--- src/rtl/uer_pkg.sv ---
`timescale 1ns / 1ps

package uer_pkg;

  // Fixed field widths
  localparam int TRIG_BITS  = 8;
  localparam int TMO_BITS   = 24;
  localparam int TPC_BITS   = 8;
  localparam int DIST_BITS  = 24;
  localparam int CFG_W      = 24;
  localparam int CFG_IDX_W  = 2;

  // Default counter width and register reset values
  localparam int COUNT_BITS_DEF = 24;
  localparam logic [TRIG_BITS-1:0] TRIG_RESET = TRIG_BITS'(10);
  localparam logic [TMO_BITS-1:0]  TMO_RESET  = TMO_BITS'(1000000);
  localparam logic [TPC_BITS-1:0]  TPC_RESET  = TPC_BITS'(58);

  // Configuration register indexes
  typedef enum logic [CFG_IDX_W-1:0] {
    CFG_TRIGGER = 2'd0,
    CFG_TIMEOUT = 2'd1,
    CFG_TPC     = 2'd2
  } cfg_idx_t;

  // Controller to datapath
  typedef struct packed {
    logic step;       // input transfer: update measurement state
    logic load_now;   // load output from this item's result
    logic div_start;  // start pulse width division
    logic load_div;   // load output from the divider result
  } uer_cmd_t;

  // Datapath to controller
  typedef struct packed {
    logic need_div;   // current item ends a pulse
    logic div_busy;   // divider still iterating
  } uer_stat_t;

endpackage

--- src/rtl/ultrasonic_echo_ranger.sv ---
`timescale 1ns / 1ps

// Ultrasonic time-of-flight ranger. Each input transfer is one microsecond tick
// carrying a start request and the sampled echo level; each tick yields exactly one
// result transfer with trigger drive, busy, done, no-echo and the held distance.
// A start raises the trigger for trigger_ticks ticks, then the echo pulse width is
// counted and divided by ticks_per_cm on the falling edge; timeout_ticks after the
// start without a falling edge reports no echo. An ordinary tick's result is registered
// directly when the output register is free. The tick that ends an echo pulse also runs
// the bit-serial divider (one quotient bit per cycle), during which input is stalled.
// The user must write registers only while idle; the block itself does not enforce it.
module ultrasonic_echo_ranger #(
  parameter int COUNT_BITS = uer_pkg::COUNT_BITS_DEF
) (
  input  logic                          clk,
  input  logic                          rst_n,
  input  logic                          cfg_we,
  input  logic [uer_pkg::CFG_IDX_W-1:0] cfg_index,
  input  logic [uer_pkg::CFG_W-1:0]     cfg_wdata,
  input  logic                          in_valid,
  output logic                          in_stall,
  input  logic                          in_start_request,
  input  logic                          in_echo_level,
  output logic                          out_valid,
  input  logic                          out_stall,
  output logic                          out_trigger_out,
  output logic                          out_busy_res,
  output logic                          out_measurement_done,
  output logic                          out_no_echo,
  output logic [uer_pkg::DIST_BITS-1:0] out_distance_cm
);
  import uer_pkg::*;

  uer_cmd_t  cmd;
  uer_stat_t stat;

  uer_ctrl u_ctrl (
    .clk       (clk),
    .rst_n     (rst_n),
    .in_valid  (in_valid),
    .in_stall  (in_stall),
    .out_valid (out_valid),
    .out_stall (out_stall),
    .stat      (stat),
    .cmd       (cmd)
  );

  uer_datapath #(
    .COUNT_BITS(COUNT_BITS)
  ) u_dp (
    .clk                  (clk),
    .rst_n                (rst_n),
    .cfg_we               (cfg_we),
    .cfg_index            (cfg_index),
    .cfg_wdata            (cfg_wdata),
    .in_start_request     (in_start_request),
    .in_echo_level        (in_echo_level),
    .cmd                  (cmd),
    .stat                 (stat),
    .out_trigger_out      (out_trigger_out),
    .out_busy_res         (out_busy_res),
    .out_measurement_done (out_measurement_done),
    .out_no_echo          (out_no_echo),
    .out_distance_cm      (out_distance_cm)
  );

  // a tick that ends a pulse blocks input while dividing
  assert property (@(posedge clk) disable iff (!rst_n)
    cmd.div_start |=> in_stall)
    else $error("input not stalled during division");

  // a finished measurement never reports busy
  assert property (@(posedge clk) disable iff (!rst_n)
    out_valid && out_measurement_done |-> !out_busy_res)
    else $error("done and busy together");

  // no echo only comes with done
  assert property (@(posedge clk) disable iff (!rst_n)
    out_valid && out_no_echo |-> out_measurement_done)
    else $error("no echo without done");

  // divider result is never loaded twice from one start
  assert property (@(posedge clk) disable iff (!rst_n)
    cmd.load_div |=> !cmd.load_div)
    else $error("divider result loaded twice");

endmodule

--- src/rtl/uer_div.sv ---
`timescale 1ns / 1ps

module uer_div #(
  parameter int COUNT_BITS = uer_pkg::COUNT_BITS_DEF
) (
  input  logic                          clk,
  input  logic                          rst_n,
  input  logic                          start,
  input  logic [COUNT_BITS-1:0]         dividend,
  input  logic [uer_pkg::TPC_BITS-1:0]  divisor,
  output logic                          busy,
  output logic [uer_pkg::DIST_BITS-1:0] quotient
);
  import uer_pkg::*;

  localparam int CNT_W = $clog2(COUNT_BITS + 1);
  localparam int EXT_W = (COUNT_BITS > DIST_BITS) ? COUNT_BITS : DIST_BITS;

  logic                busy_r, busy_nxt;
  logic [CNT_W-1:0]    cnt_r, cnt_nxt;
  logic [COUNT_BITS-1:0] quo_r, quo_nxt;
  logic [TPC_BITS-1:0] rem_r, rem_nxt;
  logic [TPC_BITS-1:0] dvs_r, dvs_nxt;
  logic [TPC_BITS:0]   rem_sh;
  logic [EXT_W-1:0]    quo_ext;

  // Restoring division, one quotient bit per cycle
  always_comb begin
    busy_nxt = busy_r;
    cnt_nxt  = cnt_r;
    quo_nxt  = quo_r;
    rem_nxt  = rem_r;
    dvs_nxt  = dvs_r;
    rem_sh   = {rem_r, quo_r[COUNT_BITS-1]};
    if (start) begin
      busy_nxt = 1'b1;
      cnt_nxt  = CNT_W'(COUNT_BITS);
      quo_nxt  = dividend;
      rem_nxt  = '0;
      dvs_nxt  = (divisor == '0) ? TPC_BITS'(1) : divisor;
    end else if (busy_r) begin
      if (rem_sh >= {1'b0, dvs_r}) begin
        rem_nxt = TPC_BITS'(rem_sh - {1'b0, dvs_r});
        quo_nxt = {quo_r[COUNT_BITS-2:0], 1'b1};
      end else begin
        rem_nxt = rem_sh[TPC_BITS-1:0];
        quo_nxt = {quo_r[COUNT_BITS-2:0], 1'b0};
      end
      cnt_nxt = cnt_r - CNT_W'(1);
      if (cnt_r == CNT_W'(1)) begin
        busy_nxt = 1'b0;
      end
    end
  end

  always_ff @(posedge clk) begin
    if (!rst_n) begin
      busy_r <= 1'b0;
      cnt_r  <= '0;
    end else begin
      busy_r <= busy_nxt;
      cnt_r  <= cnt_nxt;
    end
    quo_r <= quo_nxt;
    rem_r <= rem_nxt;
    dvs_r <= dvs_nxt;
  end

  // Saturate to the distance width
  assign quo_ext  = EXT_W'(quo_r);
  assign busy     = busy_r;
  assign quotient = (|(quo_ext >> DIST_BITS)) ? '1 : quo_ext[DIST_BITS-1:0];

endmodule

--- src/rtl/uer_datapath.sv ---
`timescale 1ns / 1ps

module uer_datapath #(
  parameter int COUNT_BITS = uer_pkg::COUNT_BITS_DEF
) (
  input  logic                          clk,
  input  logic                          rst_n,
  input  logic                          cfg_we,
  input  logic [uer_pkg::CFG_IDX_W-1:0] cfg_index,
  input  logic [uer_pkg::CFG_W-1:0]     cfg_wdata,
  input  logic                          in_start_request,
  input  logic                          in_echo_level,
  input  uer_pkg::uer_cmd_t             cmd,
  output uer_pkg::uer_stat_t            stat,
  output logic                          out_trigger_out,
  output logic                          out_busy_res,
  output logic                          out_measurement_done,
  output logic                          out_no_echo,
  output logic [uer_pkg::DIST_BITS-1:0] out_distance_cm
);
  import uer_pkg::*;

  localparam int EXT_W = (COUNT_BITS > TMO_BITS) ? COUNT_BITS : TMO_BITS;

  typedef enum logic [1:0] {
    PH_IDLE = 2'd0,
    PH_WAIT = 2'd1,
    PH_MEAS = 2'd2
  } phase_t;

  // Configuration
  logic [TRIG_BITS-1:0] trig_ticks_r;
  logic [TMO_BITS-1:0]  tmo_ticks_r;
  logic [TPC_BITS-1:0]  tpc_r;

  // Measurement state
  phase_t                phase_r, phase_nxt;
  logic [COUNT_BITS-1:0] elapsed_r, elapsed_nxt;
  logic [COUNT_BITS-1:0] pw_r, pw_nxt;
  logic                  echo_prev_r;
  logic [DIST_BITS-1:0]  dist_hold_r;
  logic                  pend_trig_r;

  // Output payload
  logic trig_out_r, busy_out_r, done_out_r, miss_out_r;

  logic trig_c, busy_c, done_c, miss_c, fin_c;
  logic [EXT_W-1:0] e_ext;
  logic div_busy;
  logic [DIST_BITS-1:0] div_q;

  assign e_ext = EXT_W'(elapsed_r);

  // Register writes
  always_ff @(posedge clk) begin
    if (!rst_n) begin
      trig_ticks_r <= TRIG_RESET;
      tmo_ticks_r  <= TMO_RESET;
      tpc_r        <= TPC_RESET;
    end else if (cfg_we) begin
      unique case (cfg_index)
        CFG_TRIGGER: trig_ticks_r <= cfg_wdata[TRIG_BITS-1:0];
        CFG_TIMEOUT: tmo_ticks_r  <= cfg_wdata[TMO_BITS-1:0];
        CFG_TPC:     tpc_r        <= cfg_wdata[TPC_BITS-1:0];
        default: ;
      endcase
    end
  end

  // One tick of the measurement
  always_comb begin
    phase_nxt   = phase_r;
    elapsed_nxt = elapsed_r;
    pw_nxt      = pw_r;
    trig_c      = 1'b0;
    busy_c      = 1'b0;
    done_c      = 1'b0;
    miss_c      = 1'b0;
    fin_c       = 1'b0;
    if (in_start_request) begin
      phase_nxt   = PH_WAIT;
      elapsed_nxt = COUNT_BITS'(1);
      pw_nxt      = '0;
      trig_c      = (trig_ticks_r != '0);
      busy_c      = 1'b1;
    end else begin
      unique case (phase_r) inside
        PH_WAIT, PH_MEAS: begin
          trig_c = (e_ext < EXT_W'(trig_ticks_r));
          if (phase_r == PH_WAIT) begin
            // rising edge opens the pulse
            if (in_echo_level && !echo_prev_r) begin
              phase_nxt = PH_MEAS;
              pw_nxt    = COUNT_BITS'(1);
            end
          end else if (in_echo_level) begin
            if (pw_r != '1) begin
              pw_nxt = pw_r + COUNT_BITS'(1);
            end
          end else begin
            fin_c  = 1'b1;
            done_c = 1'b1;
          end
          // timeout, or elapsed counter pinned at max
          if (!done_c && ((e_ext >= EXT_W'(tmo_ticks_r)) || (elapsed_r == '1))) begin
            done_c = 1'b1;
            miss_c = 1'b1;
          end
          if (done_c) begin
            phase_nxt = PH_IDLE;
          end else begin
            busy_c = 1'b1;
            if (elapsed_r != '1) begin
              elapsed_nxt = elapsed_r + COUNT_BITS'(1);
            end
          end
        end
        default: phase_nxt = PH_IDLE;
      endcase
    end
  end

  assign stat.need_div = fin_c;
  assign stat.div_busy = div_busy;

  // State update on transfer
  always_ff @(posedge clk) begin
    if (!rst_n) begin
      phase_r     <= PH_IDLE;
      elapsed_r   <= '0;
      pw_r        <= '0;
      echo_prev_r <= 1'b0;
      dist_hold_r <= '0;
    end else begin
      if (cmd.step) begin
        phase_r     <= phase_nxt;
        elapsed_r   <= elapsed_nxt;
        pw_r        <= pw_nxt;
        echo_prev_r <= in_echo_level;
      end
      if (cmd.load_div) begin
        dist_hold_r <= div_q;
      end
    end
  end

  // Output payload registers
  always_ff @(posedge clk) begin
    if (cmd.step) begin
      pend_trig_r <= trig_c;
    end
    if (cmd.load_now) begin
      trig_out_r <= trig_c;
      busy_out_r <= busy_c;
      done_out_r <= done_c;
      miss_out_r <= miss_c;
    end else if (cmd.load_div) begin
      trig_out_r <= pend_trig_r;
      busy_out_r <= 1'b0;
      done_out_r <= 1'b1;
      miss_out_r <= 1'b0;
    end
  end

  uer_div #(
    .COUNT_BITS(COUNT_BITS)
  ) u_div (
    .clk      (clk),
    .rst_n    (rst_n),
    .start    (cmd.div_start),
    .dividend (pw_r),
    .divisor  (tpc_r),
    .busy     (div_busy),
    .quotient (div_q)
  );

  assign out_trigger_out      = trig_out_r;
  assign out_busy_res         = busy_out_r;
  assign out_measurement_done = done_out_r;
  assign out_no_echo          = miss_out_r;
  assign out_distance_cm      = dist_hold_r;

endmodule

--- src/rtl/uer_ctrl.sv ---
`timescale 1ns / 1ps

module uer_ctrl (
  input  logic               clk,
  input  logic               rst_n,
  input  logic               in_valid,
  output logic               in_stall,
  output logic               out_valid,
  input  logic               out_stall,
  input  uer_pkg::uer_stat_t stat,
  output uer_pkg::uer_cmd_t  cmd
);
  import uer_pkg::*;

  typedef enum logic {
    ST_TICK,
    ST_DIV
  } state_t;

  state_t state_r;
  logic   out_valid_r, out_valid_nxt;
  logic   out_free;
  logic   accept;

  // output slot free this cycle
  assign out_free = !out_valid_r || !out_stall;
  assign in_stall = (state_r == ST_DIV) || !out_free;
  assign accept   = in_valid && !in_stall;

  always_comb begin
    cmd.step      = accept;
    cmd.load_now  = accept && !stat.need_div;
    cmd.div_start = accept && stat.need_div;
    cmd.load_div  = (state_r == ST_DIV) && !stat.div_busy && out_free;
  end

  // result slot: empties on transfer, fills on either load
  always_comb begin
    out_valid_nxt = out_valid_r && out_stall;
    if (cmd.load_now || cmd.load_div) begin
      out_valid_nxt = 1'b1;
    end
  end

  always_ff @(posedge clk) begin
    if (!rst_n) begin
      state_r     <= ST_TICK;
      out_valid_r <= 1'b0;
    end else begin
      out_valid_r <= out_valid_nxt;
      unique case (state_r)
        ST_TICK: begin
          if (cmd.div_start) begin
            state_r <= ST_DIV;
          end
        end
        ST_DIV: begin
          if (cmd.load_div) begin
            state_r <= ST_TICK;
          end
        end
        default: state_r <= ST_TICK;
      endcase
    end
  end

  assign out_valid = out_valid_r;

endmodule

--- config.mk ---
export PLATFORM = sky130hd
export DESIGN_NAME = ultrasonic_echo_ranger
export DESIGN_NICKNAME = d
export VERILOG_FILES = /design/src/rtl/uer_pkg.sv /design/src/rtl/ultrasonic_echo_ranger.sv /design/src/rtl/uer_div.sv /design/src/rtl/uer_datapath.sv /design/src/rtl/uer_ctrl.sv
export SDC_FILE = /design/constraint.sdc
export NUM_CORES = 1
export LEC_CHECK = 0
export ABC_AREA = 1
export BUFFER_PORTS_ARGS = -buffer_cell sky130_fd_sc_hd__buf_2
export CAP_MARGIN = 20
export CORE_MARGIN = 1.5
export CORE_UTILIZATION = 45
export CTS_CLUSTER_SIZE = 10
export DETAILED_ROUTE_END_ITERATION = 6
export PLACE_DENSITY = 0.73
export SLEW_MARGIN = 20
export SYNTH_ARGS = -nofsm -noshare
export SYNTH_HDL_FRONTEND = slang
export SYNTH_SLANG_ARGS = --single-unit
--- constraint.sdc ---
create_clock -name clk -period 5.3 [get_ports clk]
set_clock_uncertainty 0.1 [all_clocks]
set_input_delay 0.53 -clock clk [delete_from_list [all_inputs] [get_ports clk]]
set_output_delay 0.53 -clock clk [all_outputs]
set_load 0.1 [all_outputs]
After elaboration in Yosys (flattened, before gate mapping)
Index checks and enable logic that the tools add are counted.

storage, ports and cells
  word-level logic and storage cells = 133
  flip-flop bits (word level) = 168
  output and inout port bits = 30
  input port bits = 33

operators by class
  bitwise logic cells = 2
  muxes and demuxes = 54
  reductions and logical operators = 37
  magnitude comparators = 3
  add/sub/neg operators = 4
  equality and inequality tests = 12

operators by type and width
  cell                   number
  $mux 24                12
  $add 24x1->24 const B  2
  $ne 24x24->1 const B   2
  $mux 1                 33
  $eq 24x24->1 const B   1
  $ge 24x24->1           1
  $lt 24x8->1            1
  $mux 2                 5
  $mux 5                 2
  $ge 9x8->1             1
  $logic_and 1x1->1      8
  $logic_not 1->1        8
  $logic_not 8->1        1
  $mux 8                 1
  $ne 4x2->1 const B     2
  $reduce_bool 2->1      4
  $reduce_bool 8->1      1
  $sub 8x8->8            1
  $reduce_and 2->1       3
  $reduce_bool 3->1      2
  $eq 5x1->1 const B     1
  $reduce_and 5->1       1
  $sub 5x1->5 const B    1
  $eq 2x1->1 const B     2
  10 further kinds       16

Depth between registers and ports, before layout
Gate-level depths: netlist of run 1.

  depth in word-level cells = 13
  mapped depth = 17

Hierarchy
Synthesis of run 1 repeated with hierarchy kept, for this count alone.

unflattened totals
  cell total of the unflattened synthesis = 1212
  area, all modules = 9066.2 um2

modules (own cells, without submodules)
  module        times used  area each (um2)  cells each  sequential area each (um2)
  uer_datapath  1           6515.0           900         2452.4
  uer_div       1           2413.6           289         1241.2
  uer_ctrl      1           137.6            23          40.0

Worst setup path after synthesis of run 1
OpenSTA, ideal clock, no wires.

  path type = reg-to-reg
  start = register u_ctrl.out_valid_r (netlist: u_ctrl.out_valid)
  end = register u_dp.u_div.quo_r[0] (netlist: u_dp.u_div.quotient[0]) (enable)
  stages on the path, launching flop included = 6
  data required time = 4820 ps
  slack = 2755 ps
  arrival time = 2065 ps
  setup time = 380 ps
  path through = dfxtp_1 > nand2_1 > nand3_2 > nor2_4 > nor2_1 > inv_1

RTL lines
  what                      RTL line        source
  start: declaration        uer_ctrl.sv:21  logic out_valid_r, out_valid_nxt;
  start signal: assignment  uer_ctrl.sv:50  out_valid_r <= out_valid_nxt;
  end signal: assignment    uer_div.sv:64   quo_r <= quo_nxt;
  end: declaration          uer_div.sv:21   logic [COUNT_BITS-1:0] quo_r, quo_nxt;

==> summary.md, run 1 <==
| Metric | Value |
|---|---|
| Number of fill cells | `1874` |
| Count of input and output buffers | `62` |
| Resized Gates After CTS | `0` |
| CTS Buffer Depth | `2` |
| Status | `completed` |
| Area share of the largest cell type after synthesis | `0.294` |
| Fin. Hold Viols | `0` |
| Die Y | `144 um` |
| Layout Cells excl Fill | `about 1500` |
| Worst setup EP type | `flop` |
| First drt pass iteration count | `7` |
| Worst slew pin tran | `935 ps` |
| Initial core utilization | `0.459` |
| Post-synthesis sequential area ratio | `0.418` |
| CTS H-tree depth | `4` |
| Syn nets | `1275` |
| Top cell type by total area after synthesis | `dfxtp_1` |
| Grt ovf | `0` |
| First-pass GRT wire length | `34600 um` |
| Synth unique cells | `46` |
| Number of sinks on the clock net | `~170` |
| Avg Cell Area, Syn | `7.46 um2` |
| Core Footprint | `19500 um2` |
| Yosys reg bits | `168` |
| Via count of the routed design | `just under 8000` |
| Post-synth EDFFs | `37` |
| Drt total wl | `21200 um` |
| Largest net degree at the start of global routing | `between 40 and 50` |
| Min cycle time layout | `3040 ps` |
| Cts hold-fix bufs | `0` |
| Setup TNS Final | `0 ps` |
| Power Dens Cells | `315 nW/um2` |
| Total of max-cap violations | `0` |
| Avg Vias per Cell | `5.22` |
| Vias in the first global route | `7089` |
| Asr flop ratio synth | `0` |
| Diodes inserted | `0` |
| Startpoint types | `flop` |
| Placed insts | `1478` |
| DP HPWL | `~15000 um` |
| Top_reg_cell synth | `dfxtp_1` |
| Mapped cell area | `8930 um2` |
| TritonCTS clock tree | `built` |
| RePlAce Congestion | `0.950` |
| Root Driver | `clkbuf_16` |
| Rows | `51` |
| Crit share post-route | `0.573` |
| Gr usage total | `0.209` |
| Initial antenna violation count | `0` |
| TritonCTS Buffers | `17` |
| Most instantiated cells after synthesis | `nand2_1 (223), nor2_1 (144), dfxtp_1 (131)` |
| Total I/O pin count | `63` |
| Hold crit path type | `input pin to flop` |
| Final setup fails | `0` |
| Critical path data required time | `5250 ps` |
| Leakage | `4.05 nW` |
| Die X | `144 um` |
| Initial DRC Count | `634` |
| Routed Antenna Nets | `0` |
| Share of layout cells above drive strength 1 | `0.106` |
| Clock Latency Late Sink | `420 ps` |
| # Post-CTS Setup Buffers | `0` |
| Worst VDD drop | `0.227 mV` |
| Synth warn | `0` |
| Slew headroom | `0.376` |
| Die ar. | `20700 um2` |
| CP arrival | `2980 ps` |
| NumNets Final | `between 1000 and 1500` |
| Final number of max-transition violations | `0` |
| Drt wl/cell | `roughly 14 um` |
| Area Overhead vs Synth | `12.0%` |
| # DRC | `0` |
| Synth top area cells | `dfxtp_1 (29%), edfxtp_1 (12%), nand2_1 (9.4%), ha_1 (6.2%), nor2_1 (6.1%)` |
| Critical Path Fanout Max | `26` |
| Gate Count Post-Synth | `1197` |
| Clk slew on worst S/H paths | `70 ps` |
| Count leader, synth | `nand2_1` |
| Setup CP Type | `flop to flop` |
| Fmax | `329 MHz` |
| RSZ-0062 raised after global routing | `no` |
[critical path, stage by stage (launching register included)]
cell and delay [ps]:
dfxtp_1 330, inv_1 50, ha_1 340, nor2_1 190, inv_1 60, nor2_1 150, inv_1 90, nor2_4 380
nor2_1 230, inv_1 730
[sequential cells by signal, summed over array words and instances, names as in the netlist, 5 cells and up]
signal and flops:
u_dp.u_div.rem_r 8, u_dp.tmo_ticks_r 24, u_dp.trig_ticks_r 8, u_dp.pw_r 24
u_dp.out_distance_cm 24, u_dp.u_div.cnt_r 5, u_dp.u_div.quotient 24, u_dp.tpc_r 8
u_dp.u_div.dvs_r 8, u_dp.e_ext 24
[cell families (layout without fill, tap and decap cells)]
| group | Yosys count | in the layout | synth area share |
|---|---|---|---|
| adders and majority gates | 45 | 45 | 0.0639 |
| DFF | 168 | 168 | 0.418 |
| xor gates and xnor gates | 32 | 32 | 0.0314 |
| buffers and inverters | 190 | 238 | 0.0862 |
| AOI/OAI and AO/OA | 219 | 219 | 0.131 |
| and+or+nand+nor | 543 | 543 | 0.270 |
[cell usage in the layout, fill, tap and decap left out, types with 7 or more instances in the layout]
master and n:
nor2_1 144, nor3_1 35, o21ai_0 88, o21ai_1 7, a21oi_1 94, dfxtp_1 131
nand2_1 223, inv_1 128, clkbuf_16 17, nand4_1 20, xor2_1 28, edfxtp_1 37
nand3_1 87, buf_2 62, ha_1 44, o211ai_1 21, inv_2 9
[through the flow]
stage          power (W)  area, um2  setup WS, ps   util  hold slack, ps
2_1_floorplan    0.00175       8930          2750      -             329
3_3_place_gp     0.00184       9370          1990  0.481             317
3_5_place_dp     0.00185       9370          1930  0.481             322
4_1_cts          0.00317      10000          2230  0.514             216
5_1_grt          0.00328      10000          1960  0.514             214
6_report         0.00315      10000          2260  0.514             224
[power breakdown]
| part | internal [W] | total, W | switching, W |
|---|---|---|---|
| registers | 0.00137 | 0.00140 | 0.0000370 |
| clock network | 0.000763 | 0.00133 | 0.000569 |
| logic | 0.000126 | 0.000415 | 0.000290 |
| total | 0.00226 | 0.00315 | 0.000896 |
[per-layer routing]
layer,GRT usage,wire length (um)
met1,0.270,9680
met2,0.355,10200
met3,0.0417,917
met4,0.0553,401
met5,0,0
[final cells by class]
type	count	area, um2	area share
clock buffers	17	425	0.0426
clock inverters	15	206	0.0207
inverters	139	522	0.0522
multi-input cells	839	4430	0.443
flip-flops and latches	168	3730	0.373
well taps	265	332	0.0332
repair buffers	67	348	0.0348
[worst paths after layout]
path,startpoint,endpoint,slack [ps],cells past startpoint
setup / recovery,u_dp.phase_r[1]$_SDFFE_PN0P_,u_dp.u_div.quotient[15]$_DFFE_PP_,2260,9
hold / removal,cfg_wdata[19],u_dp.tmo_ticks_r[19]$_SDFFE_PN1P_,220,3
setup reg to reg,u_dp.phase_r[1]$_SDFFE_PN0P_,u_dp.u_div.quotient[15]$_DFFE_PP_,2260,9
hold reg to reg,u_dp.tpc_r[3]$_SDFFE_PN1P_,u_dp.u_div.dvs_r[3]$_SDFFCE_PN0P_,340,0
(Power assumes the default switching activity.)
==> run 2, diff against run 1 <==
- ABC_AREA: 1 -> 0
- PLACE_DENSITY: 0.73 -> 0.74
- clock period: 5.3 -> 3.05 ns (I/O delays scaled with it)
==> run 2 against run 1 <==
Effect of this change: the run now ends with design-rule violations left; flip-flop and latch count is the same; die area shrank 6.1%; sequential power grew 73%; worst hold slack lost 210 ps; fmax grew 14%; area after synthesis shrank 6.2%; final cell count shrank 15%; via count shrank 12%; utilization grew 1.3 points; combinational power grew 79%; sequential share of layout area grew 1.9 points; final area shrank 4.7%; critical path type unchanged; largest cell class unchanged; highest routed layer is now met5.
==> summary.md, run 2 <==
| Metric | Value |
|---|---|
| CP cell instances | `ha_1 > a21oi_1 > o211ai_1 > a221oi_1 > o211a_1 > a21oi_2 > buf_4 > inv_2 > a31oi_1 > a41o_1` |
| Core Footprint | `approximately 18000 um2` |
| Asr flop ratio synth | `0` |
| Worst VDD drop | `~0.41 mV` |
| Count leader, synth | `nand2_1` |
| Top cell type by total area after synthesis | `dfxtp_1` |
| NumNets Final | `1127` |
| TritonCTS clock tree | `built` |
| Area occupied by multi-input gates | `4160 um2` |
| Routed Antenna Nets | `0` |
| Vias in the first global route | `around 6500` |
| Gr usage total | `0.204` |
| WHS Endpoint | `u_dp.tmo_ticks_r[9]$_SDFFE_PN1P_` |
| Failing checks | `design-rule violations` |
| Final setup fails | `0` |
| Total I/O pin count | `63` |
| Synth unique cells | `68` |
| Post-synth EDFFs | `37` |
| Status | `finished with violations` |
| Worst reg2reg path endpoint | `u_dp.e_ext[13]$_SDFFE_PN0P_` |
| Synth top area cells | `dfxtp_1 (31%), edfxtp_1 (13%), nand2_1 (10%), ha_1 (6.6%), a21oi_1 (5.0%)` |
| Seq. cell area | `around 3700 um2` |
| Grt ovf | `0` |
| Cts hold-fix bufs | `8` |
| Root Driver | `clkbuf_16` |
| Clock Latency Late Sink | `430 ps` |
| Worst hold path depth | `3` |
| # DRC | `3` |
| Avg Cell Area, Syn | `8.40 um2` |
| Startpoint types | `flop` |
| # Post-CTS Setup Buffers | `0` |
| First drt pass iteration count | `7` |
| Initial antenna violation count | `2` |
| Fin. Hold Viols | `0` |
| Largest net degree at the start of global routing | `33` |
| Die X | `between 100 and 150 um` |
| Synth warn | `0` |
| Number of fill cells | `around 1600` |
| Overall power | `roughly 0.0053 W` |
| Worst r2r src | `u_dp.e_ext[15]$_SDFFE_PN0P_` |
| Initial DRC Count | `490` |
| Initial core utilization | `0.463` |
| Post-synthesis sequential area ratio | `0.446` |
| Number of sinks on the clock net | `about 170` |
| Setup TNS Final | `0 ps` |
| Met2 GRT Util | `0.322` |
| Drt total wl | `19100 um` |
| Setup CP Type | `flop to flop` |
| Yosys reg bits | `~170` |
| Post-route cell area | `9520 um2` |
| Count of input and output buffers | `62` |
| Share of layout cells above drive strength 1 | `0.130` |
| Critical Path Fanout Max | `17` |
| CTS H-tree depth | `4` |
| Syn nets | `1075` |
| Worst setup EP type | `flop` |
| Crit share post-route | `0.875` |
| Most instantiated cells after synthesis | `nand2_1 (232), dfxtp_1 (131), a21oi_1 (84)` |
| Final number of max-transition violations | `0` |
| Worst-case reg-to-reg path depth | `10` |
| GRT met3 Usage | `0.0437` |
| Min cycle time layout | `roughly 2700 ps` |
| GRT Max-Usage Layer | `met2` |
| DP HPWL | `~14000 um` |
| Top_reg_cell synth | `dfxtp_1` |
| Routing usage on met1 | `0.277` |
| Rows | `49` |
| First-pass GRT wire length | `31900 um` |
| RePlAce Congestion | `0.897` |
| Area Overhead vs Synth | `13.8%` |
| Most common cell after layout, fill and taps aside | `nand2_1` |
| Power Dens Cells | `~560 nW/um2` |
| Reg2reg setup slack | `between 300 and 400 ps` |
| Slew headroom | `0.422` |
| Total of max-cap violations | `0` |
| Drt wl/cell | `14.8 um` |
| Fmax | `375 MHz` |
| Area share of the largest cell type after synthesis | `0.313` |
| Critical path data required time | `3280 ps` |
| Avg Vias per Cell | `5.38` |
| Resized Gates After CTS | `0` |
| Hold crit path type | `input pin to flop` |
| Clk slew on worst S/H paths | `70 ps` |
| RSZ-0062 raised after global routing | `no` |
| TritonCTS Buffers | `17` |
| Gate Count Post-Synth | `997` |
| Leakage | `3.97 nW` |
| Die ar. | `19400 um2` |
| Max incr delay on CP | `430 ps` |
| Worst slew pin tran | `867 ps` |
| Hold Path Origin | `cfg_wdata[9]` |
| Diodes inserted | `0` |
| Slowest CP cell | `dfxtp_1` |
| Die Y | `139 um` |
| CP arrival | `2890 ps` |
| Via count of the routed design | `6943` |
| Mapped cell area | `around 8400 um2` |
| Most frequent cells in the layout | `nand2_1 (232), dfxtp_1 (131), a21oi_1 (84), nor2_1 (71), buf_2 (62)` |
| CTS Buffer Depth | `2` |
| Dpl cell area | `8860 um2` |
[run 2: changes by cell type after synthesis, sizes merged, moves of 9 or more]
cell   change
o21ai     -58
nor3      -30
inv       -74
xor2      -18
or3        +9
nor2      -78
mux2i     +23
nand3     -67
and4      +10
[run 2: cell families (layout without fill, tap and decap cells)]
logic type	Yosys count	in the layout	share of synthesized area
flip-flops	168	168	0.446
XOR/XNOR	16	16	0.0167
adder cells (fa/ha/maj)	45	45	0.0682
AO/OA/AOI/OAI	189	189	0.137
multiplexers	27	27	0.0329
AND/OR/NAND/NOR	434	434	0.242
buffers and inverters	118	183	0.0569
[run 2: worst max path at each step]
stage | start | to | slack [ps] | depth (start not counted)
after floorplan | u_ctrl.out_valid$_SDFF_PN0_ | u_dp.u_div.rem_r[7]$_SDFFE_PP0P_ | 310 | 7
after global routing | u_dp.e_ext[15]$_SDFFE_PN0P_ | u_dp.e_ext[16]$_SDFFE_PN0P_ | 160 | 10
after detailed placement | u_dp.phase_r[1]$_SDFFE_PN0P_ | u_dp.pw_r[3]$_SDFFE_PN0P_ | 440 | 7
final | u_dp.e_ext[15]$_SDFFE_PN0P_ | u_dp.e_ext[13]$_SDFFE_PN0P_ | 380 | 10
after global placement | u_dp.phase_r[1]$_SDFFE_PN0P_ | u_dp.pw_r[5]$_SDFFE_PN0P_ | 510 | 8
after CTS | u_dp.e_ext[15]$_SDFFE_PN0P_ | u_dp.e_ext[13]$_SDFFE_PN0P_ | 410 | 10
[run 2: power breakdown]
part | total [W] | leakage [nW] | internal [W] | switching, W
registers | 0.00242 | 1.40 | 0.00236 | 0.0000613
clock network | 0.00213 | 0.280 | 0.00116 | 0.000966
logic | 0.000742 | 2.29 | 0.000288 | 0.000455
[run 2: cell type report]
class / instances / share of cell area
clock buffer: 18 / 0.0451
tap: 229 / 0.0301
sequential: 168 / 0.392
timing repair buffer: 88 / 0.0552
inverter: 63 / 0.0248
multi-input combinational: 711 / 0.437
clock inverter: 14 / 0.0159
[run 2: metal layers]
metal | vias up | wire (um)
met5 | - | 27
met1 | 3226 | 9120
met3 | 34 | 738
li1 | 3546 | -
met2 | 133 | 8860
met4 | 4 | 345
[run 2: per-stage QoR]
step                      setup slack [ps]  cells   util  hold WS (ps)
after CTS                              409   1291  0.527          1.95
final                                  383   1291  0.527          13.1
after detailed placement               437   1251  0.490           345
after floorplan                        307    997      -           330
after global placement                 512   1251  0.490           341
after global routing                   155   1291  0.527          1.73
[run 2: critical path, delay by kind of cell (launching register included)]
| family | cells | cell delay (ps) |
|---|---|---|
| flip-flops | 1 | 430 |
| buffers and inverters | 2 | 420 |
| adder cells (fa/ha/maj) | 1 | 290 |
| AO/OA/AOI/OAI | 7 | 1310 |
==> run 3, diff against run 2 <==
- CORE_ASPECT_RATIO: not set -> 1.25
==> run 3 against run 2 <==
Effect of this change: the run now ends clean; sequential power is essentially flat; largest cell class unchanged; final area increased by 0.22%; global-route usage down 0.98 points.
==> summary.md, run 3 (synthesized netlist as in run 2, its figures left out) <==
| Metric | Value |
|---|---|
| Final number of max-transition violations | `0` |
| Layout Cells excl Fill | `1289` |
| CTS Buffer Depth | `2` |
| TritonCTS clock tree | `built` |
| Worst setup margin | `304 ps` |
| DP Worst Slack | `328 ps` |
| Worst setup EP type | `flop` |
| Drt wl/cell | `about 14 um` |
| Gr usage total | `0.194` |
| Initial antenna violation count | `0` |
| Drt total wl | `18600 um` |
| Initial DRC Count | `about 410` |
| Fin. Hold Viols | `0` |
| Slew headroom | `0.394` |
| RePlAce Congestion | `around 0.84` |
| First drt pass iteration count | `5` |
| Grt ovf | `0` |
| Most common cell after layout, fill and taps aside | `nand2_1` |
| Avg Vias per Cell | `5.44` |
| Die ar. | `slightly below 20000 um2` |
| Startpoint types | `flop` |
| Worst VDD drop | `between 0.3 and 0.4 mV` |
| GRT Max-Usage Layer | `met2` |
| Worst r2r src | `u_dp.e_ext[5]$_SDFFE_PN0P_` |
| Leakage | `3.97 nW` |
| Setup CP Type | `flop to flop` |
| Root Driver | `clkbuf_16` |
| Clk slew on worst S/H paths | `70 ps` |
| RSZ-0062 raised after global routing | `no` |
| Area occupied by multi-input gates | `4160 um2` |
| Power Dens Cells | `560 nW/um2` |
| Initial core utilization | `0.461` |
| Most frequent cells in the layout | `nand2_1 (232), dfxtp_1 (131), a21oi_1 (84), nor2_1 (71), buf_2 (62)` |
| Final setup fails | `0` |
| Vias in the first global route | `6584` |
| Hold crit path type | `input pin to flop` |
| Seq. cell area | `3730 um2` |
| CP arrival | `2960 ps` |
| Die Y | `155 um` |
| Setup TNS Final | `0 ps` |
| Placed insts | `1247` |
| Critical Path Fanout Max | `6` |
| Fmax | `364 MHz` |
| Largest net degree at the start of global routing | `65` |
| Routing usage on met1 | `0.236` |
| Total of max-cap violations | `0` |
| Routed Antenna Nets | `0` |
| # DRC | `0` |
| Reg2reg setup slack | `300 ps` |
| Min cycle time layout | `~2700 ps` |
| Hold Path Origin | `cfg_wdata[13]` |
| Worst slew pin tran | `roughly 900 ps` |
| DP HPWL | `13200 um` |
| Worst reg2reg path endpoint | `u_dp.phase_r[1]$_SDFFE_PN0P_` |
| Rows | `55` |
| Worst-case reg-to-reg path depth | `8` |
| Number of fill cells | `1729` |
| Count of input and output buffers | `62` |
| Status | `completed` |
| Clock Latency Late Sink | `430 ps` |
| Die X | `125 um` |
| Share of layout cells above drive strength 1 | `0.128` |
| Total I/O pin count | `63` |
| NumNets Final | `about 1100` |
| Diodes inserted | `0` |
| Crit share post-route | `0.900` |
| Via count of the routed design | `7010` |
| First-pass GRT wire length | `31300 um` |
| Met2 GRT Util | `0.339` |
| TritonCTS Buffers | `17` |
| Number of sinks on the clock net | `168` |
| GRT met3 Usage | `0.0395` |
| Area Overhead vs Synth | `14.0%` |
| Resized Gates After CTS | `0` |
| Core Footprint | `between 15000 and 20000 um2` |
| CTS H-tree depth | `4` |
| WHS Endpoint | `u_dp.tmo_ticks_r[13]$_SDFFE_PN0P_` |
| Critical path data required time | `3260 ps` |
| Worst hold path depth | `3` |
-- run 3: per-layer routing --
metal / share of wire / up-vias
met5: 0 / -
met4: 0.021 / 0
met3: 0.033 / 35
met2: 0.49 / 131
met1: 0.45 / 3301
li1: - / 3543
-- run 3: power by group --
group	leakage [nW]	switching [W]	internal, W	total (W)
Sequential	1.40	0.0000622	0.00236	0.00242
Clock	0.289	0.00102	0.00117	0.00219
Combinational	2.29	0.000447	0.000287	0.000734
Total	3.97	0.00152	0.00382	0.00535
-- run 3: critical path, cell delays in order, from the launching register on --
cell and delay, ps:
dfxtp_1 450, ha_1 290, a21oi_1 150, o21ai_0 140
a221oi_1 430, o211ai_1 230, nor4_1 390, nand2_1 120
o311ai_0 320
-- run 3: what timing repair did --
item | CTS | global route
hold endpoints to repair | 10 | 0
hold buffers | 10 | 0
setup buffers | 0 | 0
-- run 3: area by class of cell --
cell class / count / share of cell area
clock buffer: 17 / 0.0446
timing repair buffer: 87 / 0.0548
tap: 228 / 0.0299
multi-input combinational: 711 / 0.436
inverter: 63 / 0.0248
clock inverter: 15 / 0.0189
sequential: 168 / 0.391
-- run 3: per-stage QoR --
step           utilization  instance area (um2)  hold slack [ps]  total power (W)
2_1_floorplan            -                 8370              330          0.00303
3_3_place_gp         0.487                 8840              340          0.00317
3_5_place_dp         0.487                 8840              343          0.00319
4_1_cts              0.525                 9540            0.767          0.00539
5_1_grt              0.525                 9540             24.1          0.00555
6_report             0.525                 9540             17.2          0.00535
-- run 3: how the worst max path moves through the flow --
stage                            startpoint                               end  slack, ps  cells after the start
2_1_floorplan   u_ctrl.out_valid$_SDFF_PN0_  u_dp.u_div.rem_r[7]$_SDFFE_PP0P_        310                      7
3_3_place_gp   u_dp.phase_r[1]$_SDFFE_PN0P_         u_dp.pw_r[5]$_SDFFE_PN0P_        500                      8
3_5_place_dp     u_dp.e_ext[5]$_SDFFE_PN0P_       u_dp.e_ext[11]$_SDFFE_PN0P_        330                     10
4_1_cts          u_dp.e_ext[5]$_SDFFE_PN0P_      u_dp.phase_r[1]$_SDFFE_PN0P_        300                      8
5_1_grt          u_dp.e_ext[5]$_SDFFE_PN0P_      u_dp.phase_r[1]$_SDFFE_PN0P_        100                      8
6_report         u_dp.e_ext[5]$_SDFFE_PN0P_      u_dp.phase_r[1]$_SDFFE_PN0P_        300                      8
